File: src/design/vabs_pkg.sv
`timescale 1ns / 1ps
`default_nettype none

package vabs_pkg;

  // Angles inside the first quadrant run from 0 to 90 degrees.
  localparam int unsigned SineEntries = 91;
  typedef logic [6:0] ang_t;
  localparam ang_t AngLow = 7'd0;
  localparam ang_t AngTop = 7'd90;

  // Folded angle and offsets, in degrees.
  typedef logic [8:0] deg_t;
  localparam deg_t DegHalf = 9'd180;
  localparam deg_t DegFull = 9'd360;
  localparam logic signed [31:0] DegOffset = 32'sd90;

  // Magnitude of a coordinate difference and its squares.
  localparam int unsigned MagW  = 16;
  localparam int unsigned Dy2W  = 32;
  localparam int unsigned Len2W = 33;

  localparam int unsigned MicroScale = 1000000;
  localparam int unsigned MicroHalf  = 500000;

  // Sine of k degrees, in millionths.
  localparam logic [19:0] SineMicro [SineEntries] = '{
    20'd0,      20'd17452,  20'd34899,  20'd52336,  20'd69756,  20'd87156,
    20'd104528, 20'd121869, 20'd139173, 20'd156434, 20'd173648, 20'd190809,
    20'd207912, 20'd224951, 20'd241922, 20'd258819, 20'd275637, 20'd292372,
    20'd309017, 20'd325568, 20'd342020, 20'd358368, 20'd374607, 20'd390731,
    20'd406737, 20'd422618, 20'd438371, 20'd453990, 20'd469472, 20'd484810,
    20'd500000, 20'd515038, 20'd529919, 20'd544639, 20'd559193, 20'd573576,
    20'd587785, 20'd601815, 20'd615661, 20'd629320, 20'd642788, 20'd656059,
    20'd669131, 20'd681998, 20'd694658, 20'd707107, 20'd719340, 20'd731354,
    20'd743145, 20'd754710, 20'd766044, 20'd777146, 20'd788011, 20'd798636,
    20'd809017, 20'd819152, 20'd829038, 20'd838671, 20'd848048, 20'd857167,
    20'd866025, 20'd874620, 20'd882948, 20'd891007, 20'd898794, 20'd906308,
    20'd913545, 20'd920505, 20'd927184, 20'd933580, 20'd939693, 20'd945519,
    20'd951057, 20'd956305, 20'd961262, 20'd965926, 20'd970296, 20'd974370,
    20'd978148, 20'd981627, 20'd984808, 20'd987688, 20'd990268, 20'd992546,
    20'd994522, 20'd996195, 20'd997564, 20'd998630, 20'd999391, 20'd999848,
    20'd1000000
  };

  // Fixed-point sine with frac fraction bits, rounded half up. Only used to
  // build constant tables during elaboration.
  function automatic logic [63:0] sine_fixed(int unsigned k, int unsigned frac);
    logic [63:0] m;
    m = 64'(SineMicro[k]);
    return ((m << frac) + 64'(MicroHalf)) / 64'(MicroScale);
  endfunction

  typedef struct packed {
    logic signed [15:0] start_x;
    logic signed [15:0] start_y;
    logic signed [15:0] end_x;
    logic signed [15:0] end_y;
    logic signed [31:0] previous_value;
  } in_word_t;

  typedef struct packed {
    logic signed [31:0] result_value;
    logic               zero_vector;
  } out_word_t;

  // Per-word data carried down the search chain.
  typedef struct packed {
    logic             zero;
    logic             dx_neg;
    logic             dy_neg;
    logic [31:0]      prev;
    logic [Dy2W-1:0]  dy2;
    logic [Len2W-1:0] len2;
  } vec_t;

  // Bracket of table entries still in play.
  typedef struct packed {
    ang_t lo;
    ang_t hi;
  } span_t;

endpackage

`default_nettype wire

File: src/design/vabs_front.sv
`timescale 1ns / 1ps
`default_nettype none

module vabs_front import vabs_pkg::*; (
  input  wire logic     clk_i,
  input  wire logic     rst_ni,
  input  wire logic     in_valid_i,
  output logic          in_ready_o,
  input  wire in_word_t in_word_i,
  output logic          out_valid_o,
  input  wire logic     out_ready_i,
  output vec_t          vec_o,
  output span_t         span_o
);

  logic signed [16:0] dx, dy;
  logic [MagW-1:0]    adx, ady;
  logic [Dy2W-1:0]    dx2, dy2;
  vec_t               vec_d, vec_q;
  logic               valid_q;

  always_comb begin
    dx  = 17'(in_word_i.end_x) - 17'(in_word_i.start_x);
    dy  = 17'(in_word_i.end_y) - 17'(in_word_i.start_y);
    adx = dx[16] ? MagW'(-dx) : MagW'(dx);
    ady = dy[16] ? MagW'(-dy) : MagW'(dy);
    dx2 = Dy2W'(adx) * Dy2W'(adx);
    dy2 = Dy2W'(ady) * Dy2W'(ady);

    vec_d.zero   = (dx == 17'sd0) && (dy == 17'sd0);
    vec_d.dx_neg = dx[16];
    vec_d.dy_neg = dy[16];
    vec_d.prev   = in_word_i.previous_value;
    vec_d.dy2    = dy2;
    vec_d.len2   = Len2W'(dx2) + Len2W'(dy2);
  end

  assign in_ready_o = !valid_q || out_ready_i;

  always_ff @(posedge clk_i or negedge rst_ni) begin
    if (!rst_ni) begin
      valid_q <= 1'b0;
    end else if (in_ready_o) begin
      valid_q <= in_valid_i;
    end
  end

  always_ff @(posedge clk_i) begin
    if (in_ready_o && in_valid_i) begin
      vec_q <= vec_d;
    end
  end

  assign out_valid_o = valid_q;
  assign vec_o       = vec_q;
  assign span_o      = '{lo: AngLow, hi: AngTop};

endmodule

`default_nettype wire

File: config.mk
export PLATFORM = sky130hd
export DESIGN_NAME = vabs_front
export DESIGN_NICKNAME = d
export VERILOG_FILES = /design/src/design/vabs_pkg.sv /design/src/design/vabs_front.sv
export SDC_FILE = /design/constraint.sdc
export NUM_CORES = 1
export LEC_CHECK = 0
export ABC_AREA = 1
export CAP_MARGIN = 20
export CORE_MARGIN = 3
export CORE_UTILIZATION = 55
export DETAILED_ROUTE_END_ITERATION = 10
export DONT_BUFFER_PORTS = 1
export HOLD_SLACK_MARGIN = 0.02
export PLACE_DENSITY_LB_ADDON = 0.2
export SLEW_MARGIN = 15
export SYNTH_ARGS = -nofsm -noshare
export SYNTH_HDL_FRONTEND = slang
export SYNTH_SLANG_ARGS = --single-unit
File: constraint.sdc
create_clock -name clk_i -period 6.25 [get_ports clk_i]
set_input_delay 0.3125 -clock clk_i [delete_from_list [all_inputs] [get_ports clk_i]]
set_output_delay 0.3125 -clock clk_i [all_outputs]
set_load 0.01 [all_outputs]
Word level (Yosys, flattened, before mapping)
Cells that the tools add are included.
W data, S select, Z words.
Storage, ports and cells
  input port bits: 100
  logic and storage cells: 22
  register bits after elaboration: 101
  output and inout bits: 116
Operators by class
  $mul: 2
  reductions and logical operators: 6
  add/sub/neg operators: 5
  mux-type cells: 2
Operators by type and width (number)
  $mul A16 B16 Y32: 2
  $logic_not A17 Y1: 2
  $sub A16 B16 Y17: 2
  $add A32 B32 Y33: 1
  $mux W16: 2
  $neg A16 Y16: 2
  $logic_and A1 B1 Y1: 2
  $logic_not A1 Y1: 1
  $logic_or A1 B1 Y1: 1

Logic depth before layout (Yosys ltp)
Gate-level depths: netlist of run 1.
  depth in word-level cells: 5
  mapped depth: 61
  mapped depth without buffers: 59

Worst setup path before layout of run 1
Ideal clock, no wire load.
  path kind: input -> register
  start: input in_word_i[32] (netlist name)
  end: register vec_q, in the netlist vec_o[25] (data pin)
  setup slack: -4331 ps
  data arrival time: 10322 ps
  required time: 5991 ps
  cell stages on the path: 49
  library setup time: 259 ps
  buffers on the path: 2
  cells stage by stage: inv_1 ha_1 inv_1 fa_1 nand2_1 a21oi_4 nand3_2 nand3_2 nand2_1 nand2_1 nand2_1 nand2_2 buf_6 or2_4 xnor2_4 buf_6 nor2_2 fa_1 [13 not listed] a21boi_0 xnor2_1 ha_1 fa_1 inv_1 fa_1 fa_1 inv_1 ha_1 nand2_1 nor4_1 a21oi_1 o21ai_0 inv_1 o21ai_0 nand3_1 nand2_1 xor2_1
RTL lines
  from (decl): RTL line vabs_front.sv:9  | input wire in_word_t in_word_i,
  to (signal assigned): RTL line vabs_front.sv:50  | vec_q <= vec_d;
  to (decl): RTL line vabs_front.sv:19  | vec_t vec_d, vec_q;

==> results.sh, run 1 <==
export IMPL_outcome="finished with violations"
export IMPL_violations="negative setup slack"
export IMPL_dieHeight_um=203
export IMPL_synth_cells=2517
export IMPL_root_buffer="clkbuf_16"
export IMPL_startpoint_type="primary input"
export IMPL_final_hold_violation_count=0
export IMPL_cts_sinks=100
export IMPL_wl_per_cell_um=16.8
export IMPL_synthTopCellsByArea="fa_1 33%, edfxtp_1 14%, ha_1 13%"
export IMPL_gr_total_overflow=0
export IMPL_grt_pass1_wl_um=97500
export IMPL_die_w_um=203
export IMPL_cts_buffers_inserted=9
export IMPL_synthDominantCellAreaShare=0.334
export IMPL_dp_slack_ps=-4160
export IMPL_cp_arrival_ps=9990
export IMPL_clk_latency_ps=370
export IMPL_drt_pre_antenna_iters=5
export IMPL_max_stage_delay_ps=510
export IMPL_clk_pin_slew_worst_paths_ps=80
export IMPL_layout_min_cycle_time_ps=9870
export IMPL_cap_violations=0
export IMPL_dr_first_iter_drc_count=1183
export IMPL_final_nets=3829
export IMPL_synthToLayoutAreaGrowth_pct=37.2
export IMPL_drc=0
export IMPL_drive_gt1_frac=0.352
export IMPL_vias=18600
export IMPL_synth_area_mux_share=0
export IMPL_io_pins=216
export IMPL_synth_avg_cell_area_um2=8.51
export IMPL_fill_cells=2541
export IMPL_endpoint_kind="flop"
export IMPL_clk_path_buf_depth=2
export IMPL_grt_max_degree=61
export IMPL_grtUsageMet2=0.537
export IMPL_synthArstFlopShare=0.0100
export IMPL_rsz0062_at_grt="yes"
export IMPL_r2r_slack_ps=4520
export IMPL_yosys_most_used_dff="edfxtp_1"
export IMPL_slew_headroom=0.446
export IMPL_finalClockSkew_ps=7.53
export IMPL_drt_wl_total_um=61600
export IMPL_diodes=0
export IMPL_cpMaxStageDelayCell="fa_1"
export IMPL_cp_data_required_time_ps=6370
export IMPL_yosysMostFrequentCell="inv_1"
export IMPL_grt_busiest_layer="met2"
export IMPL_drtAntennaViolNets=0
export IMPL_start_util=0.563
export IMPL_setup_viol=48
export IMPL_track_usage=0.292
export IMPL_cts_tree="yes"
export IMPL_place_hpwl_um=48400
export IMPL_gp_congestion=0.981
export IMPL_io_buffers=0
export IMPL_viasPerCell=5.08
export IMPL_synth_xor_area_frac=0.0360
export IMPL_synthAdderAreaFrac=0.468
export IMPL_finalCritPeriodShare=1.58
export IMPL_synth_edf_count=99
export IMPL_path_class="in -> reg"
export IMPL_grt_pass1_vias=19900
export IMPL_synthSimpleGateAreaFrac=0.165
export IMPL_worst_slack_ps=-3620
export IMPL_placed_area_um2=26700
export IMPL_use_met1=0.362
export IMPL_die_area_um2=41300
export IMPL_yosysSeqAreaShare=0.140
export IMPL_rows=71
export IMPL_final_area_um2=29400
export IMPL_min_from="in_word_i[22]"
export IMPL_synth_top_family_by_area="adder cells"
export IMPL_slew_viol_final=0
export IMPL_synthTopCellsByCount="697 x inv_1, 375 x nand2_1, 357 x fa_1, 230 x ha_1, 222 x nor2_1"
export IMPL_synth_compound_area_frac=0.0466
export IMPL_hp_class="in -> reg"
export IMPL_syn_area_um2=21400
export IMPL_r2r_start="out_valid_o$_DFFE_PN0N_"
export IMPL_ys_ff_latch=100
export IMPL_synth_top_cell_by_area="fa_1"
export IMPL_htreeDepth=3
export IMPL_max_freq_mhz=101
export IMPL_met3_usage=0.0228
export IMPL_yosysUniqueCellTypes=55
export IMPL_core_um2=38000
export IMPL_antenna_found_initial=0
export IMPL_cp_max_fo=5
export IMPL_startpoint="in_word_i[32]"
export IMPL_ys_warnings_count=0
export IMPL_cpMostUsedCell="fa_1"
export IMPL_tightest_slew_ps=831
## routing by layer
layer	vias up	share of wire
met5	-	0
met4	0	0.043
met3	175	0.033
met2	529	0.52
met1	9165	0.40
li1	8724	-
## final timing paths
kind | endpoint | depth (start not counted)
worst max-delay path | vec_o[31]$_DFFE_PP_ | 51
worst min-delay path | vec_o[87]$_DFFE_PP_ | 0
worst max register to register | vec_o[36]$_DFFE_PP_ | 2
worst min register to register | out_valid_o$_DFFE_PN0N_ | 2
max in group asynchronous | out_valid_o$_DFFE_PN0N_ | 1
min in group asynchronous | out_valid_o$_DFFE_PN0N_ | 1
## stage by stage
stage / hold WS (ps) / TNS, ps / instances / util
floorplan: 16.9 / -89170 / 2530 / -
global placement: 16.9 / -115200 / 3557 / 0.703
detailed placement: 16.9 / -121800 / 3557 / 0.703
CTS: 21.5 / -88830 / 3624 / 0.750
global route: 20.6 / -110810 / 3658 / 0.773
finish: 30.6 / -97290 / 3658 / 0.773
## sequential cells by signal (all words and copies together) (netlist names)
register and count:
vec_o 99, out_valid_o 1
## cell usage in the layout (no fill, tap or decap), types with 13 or more instances in the layout
master / Yosys / routed
nor2_2: 20 / 38
edfxtp_1: 99 / 99
buf_6: 10 / 65
nand2_4: 6 / 23
a21oi_1: 89 / 49
nand2_2: 29 / 64
a21oi_4: 1 / 16
fa_1: 357 / 339
nand2_1: 375 / 323
buf_4: 20 / 569
fa_2: 0 / 18
ha_1: 230 / 180
xor2_4: 2 / 13
conb_1: 2 / 15
o21ai_2: 3 / 14
ha_4: 0 / 47
o21ai_0: 36 / 16
nor2_4: 10 / 27
nand3_1: 85 / 76
a21oi_2: 3 / 28
nor2_1: 222 / 187
inv_1: 697 / 645
xor2_1: 49 / 31
inv_2: 32 / 79
## layout make-up
| cell class | count | area, um2 | area share |
|---|---|---|---|
| Multi-Input combinational cell | 1652 | 17400 | 0.593 |
| Timing Repair Buffer | 647 | 5250 | 0.179 |
| Sequential cell | 100 | 3000 | 0.102 |
| Inverter | 732 | 2790 | 0.0948 |
| Tap cell | 511 | 639 | 0.0218 |
| Clock buffer | 10 | 229 | 0.00779 |
| Clock inverter | 6 | 57.6 | 0.00196 |
## what timing repair did
item                                   in CTS  in global routing
hold buffers                                1                  0
pin swaps                                 120                 66
cloned                                      1                  0
setup endpoints to repair                  48                 53
setup buffers                              59                 39
endpoints found under the hold margin       1                  0
resized for setup                         239                152
## kinds of logic (layout without fill, tap and decap cells)
logic type / after synthesis / after routing
xor gates and xnor gates: 77 / 77
DFF: 100 / 100
AOI/OAI and AO/OA: 172 / 172
and+or+nand+nor: 801 / 801
adders and majority gates: 587 / 587
other: 2 / 15
buffers and inverters: 778 / 1395
## critical path, delay by kind of cell
family                   cells  cell delay (ps)
AND/OR/NAND/NOR             16             1520
AO/OA/AOI/OAI                7              920
adder cells (fa/ha/maj)     14             5820
XOR/XNOR                     3              580
buffers and inverters       11              800
Power of run 1 is left out: the tool's default activity adds up to more than one toggle a clock period on the data nets, which glitch-free logic cannot reach.
==> inputs of run 2 (changes only) <==
--- a/config.mk
+++ b/config.mk
@@ -8,7 +8,7 @@
 export ABC_AREA = 1
 export CAP_MARGIN = 20
 export CORE_MARGIN = 3
-export CORE_UTILIZATION = 55
+export CORE_UTILIZATION = 49
 export DETAILED_ROUTE_END_ITERATION = 10
 export DONT_BUFFER_PORTS = 1
 export HOLD_SLACK_MARGIN = 0.02
==> results.sh, run 2 (synthesis results as in run 1) <==
export IMPL_final_hold_violation_count=0
export IMPL_drtAntennaViolNets=0
export IMPL_finalClockSkew_ps=8.12
export IMPL_htreeDepth=3
export IMPL_path_class="in -> reg"
export IMPL_final_nets=3872
export IMPL_dr_first_iter_drc_count=946
export IMPL_io_buffers=0
export IMPL_track_usage=0.255
export IMPL_seqCellArea_um2=3000
export IMPL_place_hpwl_um=48900
export IMPL_multi_input_area_um2=17400
export IMPL_clk_path_buf_depth=2
export IMPL_io_pins=216
export IMPL_fin_tns_setup_ps=-95250
export IMPL_hp_class="in -> reg"
export IMPL_finalCritPeriodShare=1.57
export IMPL_cts_tree="yes"
export IMPL_cp_max_fo=5
export IMPL_die_w_um=215
export IMPL_fill_cells=3297
export IMPL_cpMostUsedCell="fa_1"
export IMPL_slew_viol_final=0
export IMPL_antenna_found_initial=0
export IMPL_cap_violations=0
export IMPL_diodes=0
export IMPL_final_common_cell="inv_1"
export IMPL_outcome="finished with violations"
export IMPL_viasPerCell=4.86
export IMPL_max_stage_delay_ps=560
export IMPL_largest_reg_flops=99
export IMPL_rows=75
export IMPL_cp_data_required_time_ps=6390
export IMPL_gr_total_overflow=0
export IMPL_rsz0062_at_grt="yes"
export IMPL_violations="negative setup slack"
export IMPL_tightest_slew_ps=972
export IMPL_synthToLayoutAreaGrowth_pct=38.9
export IMPL_root_buffer="clkbuf_16"
export IMPL_gp_congestion=0.922
export IMPL_slew_headroom=0.350
export IMPL_max_freq_mhz=102
export IMPL_clk_pin_slew_worst_paths_ps=80
export IMPL_endpoint_kind="flop"
export IMPL_cp_arrival_ps=9930
export IMPL_grt_max_degree=68
export IMPL_die_area_um2=46300
export IMPL_worst_slack_ps=-3540
export IMPL_dieHeight_um=215
export IMPL_setup_viol=48
export IMPL_cts_sinks=100
export IMPL_startpoint_type="primary input"
export IMPL_wl_per_cell_um=15.7
export IMPL_layout_min_cycle_time_ps=9790
export IMPL_drt_wl_total_um=59300
export IMPL_clk_latency_ps=380
export IMPL_drt_pre_antenna_iters=7
export IMPL_cts_buffers_inserted=9
export IMPL_cpMaxStageDelayCell="fa_1"
export IMPL_final_cell_mix="643 x inv_1, 603 x buf_4, 342 x fa_1"
export IMPL_vias=18300
export IMPL_grt_pass1_wl_um=96000
export IMPL_core_um2=42600
export IMPL_drive_gt1_frac=0.354
export IMPL_start_util=0.503
export IMPL_grt_pass1_vias=19900
export IMPL_drc=0
-- run 2: cell count changes in the layout (fill, tap and decap cells not counted), moves of 4 or more --
cell / change
nand2_2: +8
nand2_1: -10
buf_4: +34
buf_6: -24
dlygate4sd3_1: +32
a21oi_4: +4
nor3_2: +4
-- run 2: critical path, delay by kind of cell --
family	cells	cell delay (ps)
fa+ha+maj	14	5950
compound gates	8	1150
buf+inv	14	1110
simple gates	10	930
xor+xnor	3	460
-- run 2: path summary, 6_finish.rpt --
path / start / endpoint / slack [ps] / depth (start not counted)
max: in_word_i[32] / vec_o[21]$_DFFE_PP_ / -3540 / 49
min: in_valid_i / out_valid_o$_DFFE_PN0N_ / 100 / 2
max reg2reg: out_valid_o$_DFFE_PN0N_ / vec_o[4]$_DFFE_PP_ / 3660 / 2
min reg2reg: out_valid_o$_DFFE_PN0N_ / out_valid_o$_DFFE_PN0N_ / 780 / 2
max in group asynchronous: rst_ni / out_valid_o$_DFFE_PN0N_ / 6000 / 1
min in group asynchronous: rst_ni / out_valid_o$_DFFE_PN0N_ / 140 / 1
-- run 2: area by class of cell --
type,count,share of cell area
sequential,100,0.101
tap,577,0.0243
timing repair buffer,690,0.187
inverter,732,0.0938
clock inverter,7,0.00210
multi-input combinational,1652,0.584
clock buffer,9,0.00757
-- run 2: per-stage QoR --
step | instances | hold WS [ps] | util | worst slack [ps] | cell area [um2]
2_1_floorplan | 2530 | 16.9 | - | -3610 | 22100
3_3_place_gp | 3635 | 16.9 | 0.630 | -4050 | 26800
3_5_place_dp | 3635 | 16.9 | 0.630 | -4220 | 26800
4_1_cts | 3725 | 78.3 | 0.668 | -3400 | 28400
5_1_grt | 3767 | 129 | 0.698 | -3900 | 29800
6_report | 3767 | 102 | 0.698 | -3540 | 29800
-- run 2: layer usage --
metal / global-route usage / vias up / part of all wire
met3: 0.0236 / 109 / 0.029
li1: - / 8824 / -
met5: 0 / - / 0
met1: 0.311 / 9012 / 0.41
met4: 0.0894 / 0 / 0.036
met2: 0.471 / 355 / 0.53
-- run 2: timing repair --
action,4_1_cts,5_1_grt
endpoints found under the hold margin,33,0
setup buffers,46,44
endpoints found under the setup margin,50,52
resized for setup,149,237
cloned,0,1
pin swaps,109,114
hold buffers,33,0
Power of run 2 is left out for the same reason.
==> inputs of run 3 (changes only) <==
--- a/config.mk
+++ b/config.mk
@@ -8,12 +8,12 @@
 export ABC_AREA = 1
 export CAP_MARGIN = 20
 export CORE_MARGIN = 3
-export CORE_UTILIZATION = 49
+export CORE_UTILIZATION = 60
 export DETAILED_ROUTE_END_ITERATION = 10
 export DONT_BUFFER_PORTS = 1
 export HOLD_SLACK_MARGIN = 0.02
 export PLACE_DENSITY_LB_ADDON = 0.2
-export SLEW_MARGIN = 15
+export SLEW_MARGIN = 20
 export SYNTH_ARGS = -nofsm -noshare
 export SYNTH_HDL_FRONTEND = slang
 export SYNTH_SLANG_ARGS = --single-unit
==> results.sh, run 3 (synthesis results as in run 1) <==
export IMPL_outcome="finished with violations"
export IMPL_violations="negative setup slack"
export IMPL_clk_path_buf_depth=2
export IMPL_core_um2=34900
export IMPL_layout_min_cycle_time_ps=10170
export IMPL_worst_slack_ps=-3920
export IMPL_gr_total_overflow=0
export IMPL_slew_headroom=0.409
export IMPL_startpoint_type="primary input"
export IMPL_start_util=0.614
export IMPL_dr_first_iter_drc_count=1411
export IMPL_drt_pre_antenna_iters=6
export IMPL_finalCritPeriodShare=1.63
export IMPL_cp_data_required_time_ps=6380
export IMPL_clk_latency_ps=370
export IMPL_final_cell_mix="627 x inv_1, 612 x buf_4, 336 x fa_1"
export IMPL_tightest_slew_ps=886
export IMPL_cp_num_buf_inv=13
export IMPL_cp_arrival_ps=10300
export IMPL_root_buffer="clkbuf_16"
export IMPL_grt_pass1_vias=20500
export IMPL_cts_buffers_inserted=9
export IMPL_hp_class="in -> reg"
export IMPL_slew_viol_final=0
export IMPL_antenna_found_initial=0
export IMPL_io_buffers=0
export IMPL_clk_pin_slew_worst_paths_ps=80
export IMPL_drive_gt1_frac=0.371
export IMPL_viasPerCell=5.38
export IMPL_drt_wl_total_um=68000
export IMPL_path_class="in -> reg"
export IMPL_rsz0062_at_grt="yes"
export IMPL_cpMaxStageDelayCell="fa_1"
export IMPL_drc=0
export IMPL_drtAntennaViolNets=0
export IMPL_cts_tree="yes"
export IMPL_setup_viol=49
export IMPL_critPathTopFamily="adder cells"
export IMPL_final_common_cell="inv_1"
export IMPL_track_usage=0.322
export IMPL_cp_max_fo=5
export IMPL_dieHeight_um=195
export IMPL_grt_max_degree=66
export IMPL_place_hpwl_um=48400
export IMPL_diodes=0
export IMPL_max_freq_mhz=98.3
export IMPL_max_stage_delay_ps=560
export IMPL_final_area_um2=29800
export IMPL_io_pins=216
export IMPL_rr_worst_depth=3
export IMPL_timing_rr_end="vec_o[38]$_DFFE_PP_"
export IMPL_rows=68
export IMPL_min_to="vec_o[92]$_DFFE_PP_"
export IMPL_placed_area_um2=26700
export IMPL_final_hold_violation_count=0
export IMPL_cap_violations=0
export IMPL_gp_congestion=0.945
export IMPL_min_path_cells=0
export IMPL_largest_reg_flops=99
export IMPL_die_area_um2=38000
export IMPL_finalClockSkew_ps=13.0
export IMPL_min_from="in_word_i[27]"
export IMPL_htreeDepth=3
export IMPL_grt_pass1_wl_um=99000
export IMPL_final_nets=3861
export IMPL_endpoint_kind="flop"
export IMPL_vias=19600
export IMPL_r2r_start="out_valid_o$_DFFE_PN0N_"
export IMPL_synthToLayoutAreaGrowth_pct=39.0
export IMPL_cts_sinks=100
export IMPL_die_w_um=195
export IMPL_wl_per_cell_um=18.7
export IMPL_r2r_slack_ps=3980
run 3: layout make-up:
class / count / area, um2
Sequential cell: 100 / 3000
Clock buffer: 10 / 229
Inverter: 732 / 2810
Tap cell: 455 / 569
Timing Repair Buffer: 679 / 5400
Multi-Input combinational cell: 1652 / 17700
Clock inverter: 6 / 58.8
Fill cell: 1758 / 5110
run 3: how the worst max path moves through the flow:
| stage | end | startpoint | cells past startpoint | slack, ps |
|---|---|---|---|---|
| finish | vec_o[31]$_DFFE_PP_ | in_word_i[32] | 53 | -3920 |
| global route | vec_o[31]$_DFFE_PP_ | in_word_i[32] | 52 | -4200 |
| CTS | vec_o[25]$_DFFE_PP_ | in_word_i[32] | 50 | -3490 |
| detailed placement | vec_o[31]$_DFFE_PP_ | in_word_i[32] | 47 | -4190 |
| global placement | vec_o[31]$_DFFE_PP_ | in_word_i[32] | 47 | -3960 |
| floorplan | vec_o[25]$_DFFE_PP_ | in_word_i[32] | 50 | -3610 |
run 3: stage by stage:
| step | hold WS [ps] | util | setup TNS [ps] | cells | setup slack, ps |
|---|---|---|---|---|---|
| detailed placement | 16.9 | 0.764 | -123630 | 3513 | -4190 |
| global route | 23.9 | 0.853 | -116690 | 3634 | -4200 |
| finish | 29.7 | 0.853 | -106090 | 3634 | -3920 |
| CTS | 20.0 | 0.813 | -91420 | 3593 | -3490 |
| floorplan | 16.9 | - | -89170 | 2530 | -3610 |
| global placement | 16.9 | 0.764 | -115190 | 3513 | -3960 |
run 3: per-layer routing:
layer / up-vias / global-route usage / share of wire
met3: 269 / 0.0329 / 0.055
met5: - / 0 / 0
met4: 0 / 0.139 / 0.058
met2: 928 / 0.583 / 0.52
li1: 8805 / - / -
met1: 9552 / 0.390 / 0.37
run 3: repair_timing:
item,CTS,global route
endpoints found under the setup margin,49,52
buffers inserted,58,46
hold buffers,11,0
hold endpoints to repair,11,0
resized for setup,205,253
pin swaps,115,173
Power of run 3 is left out for the same reason.
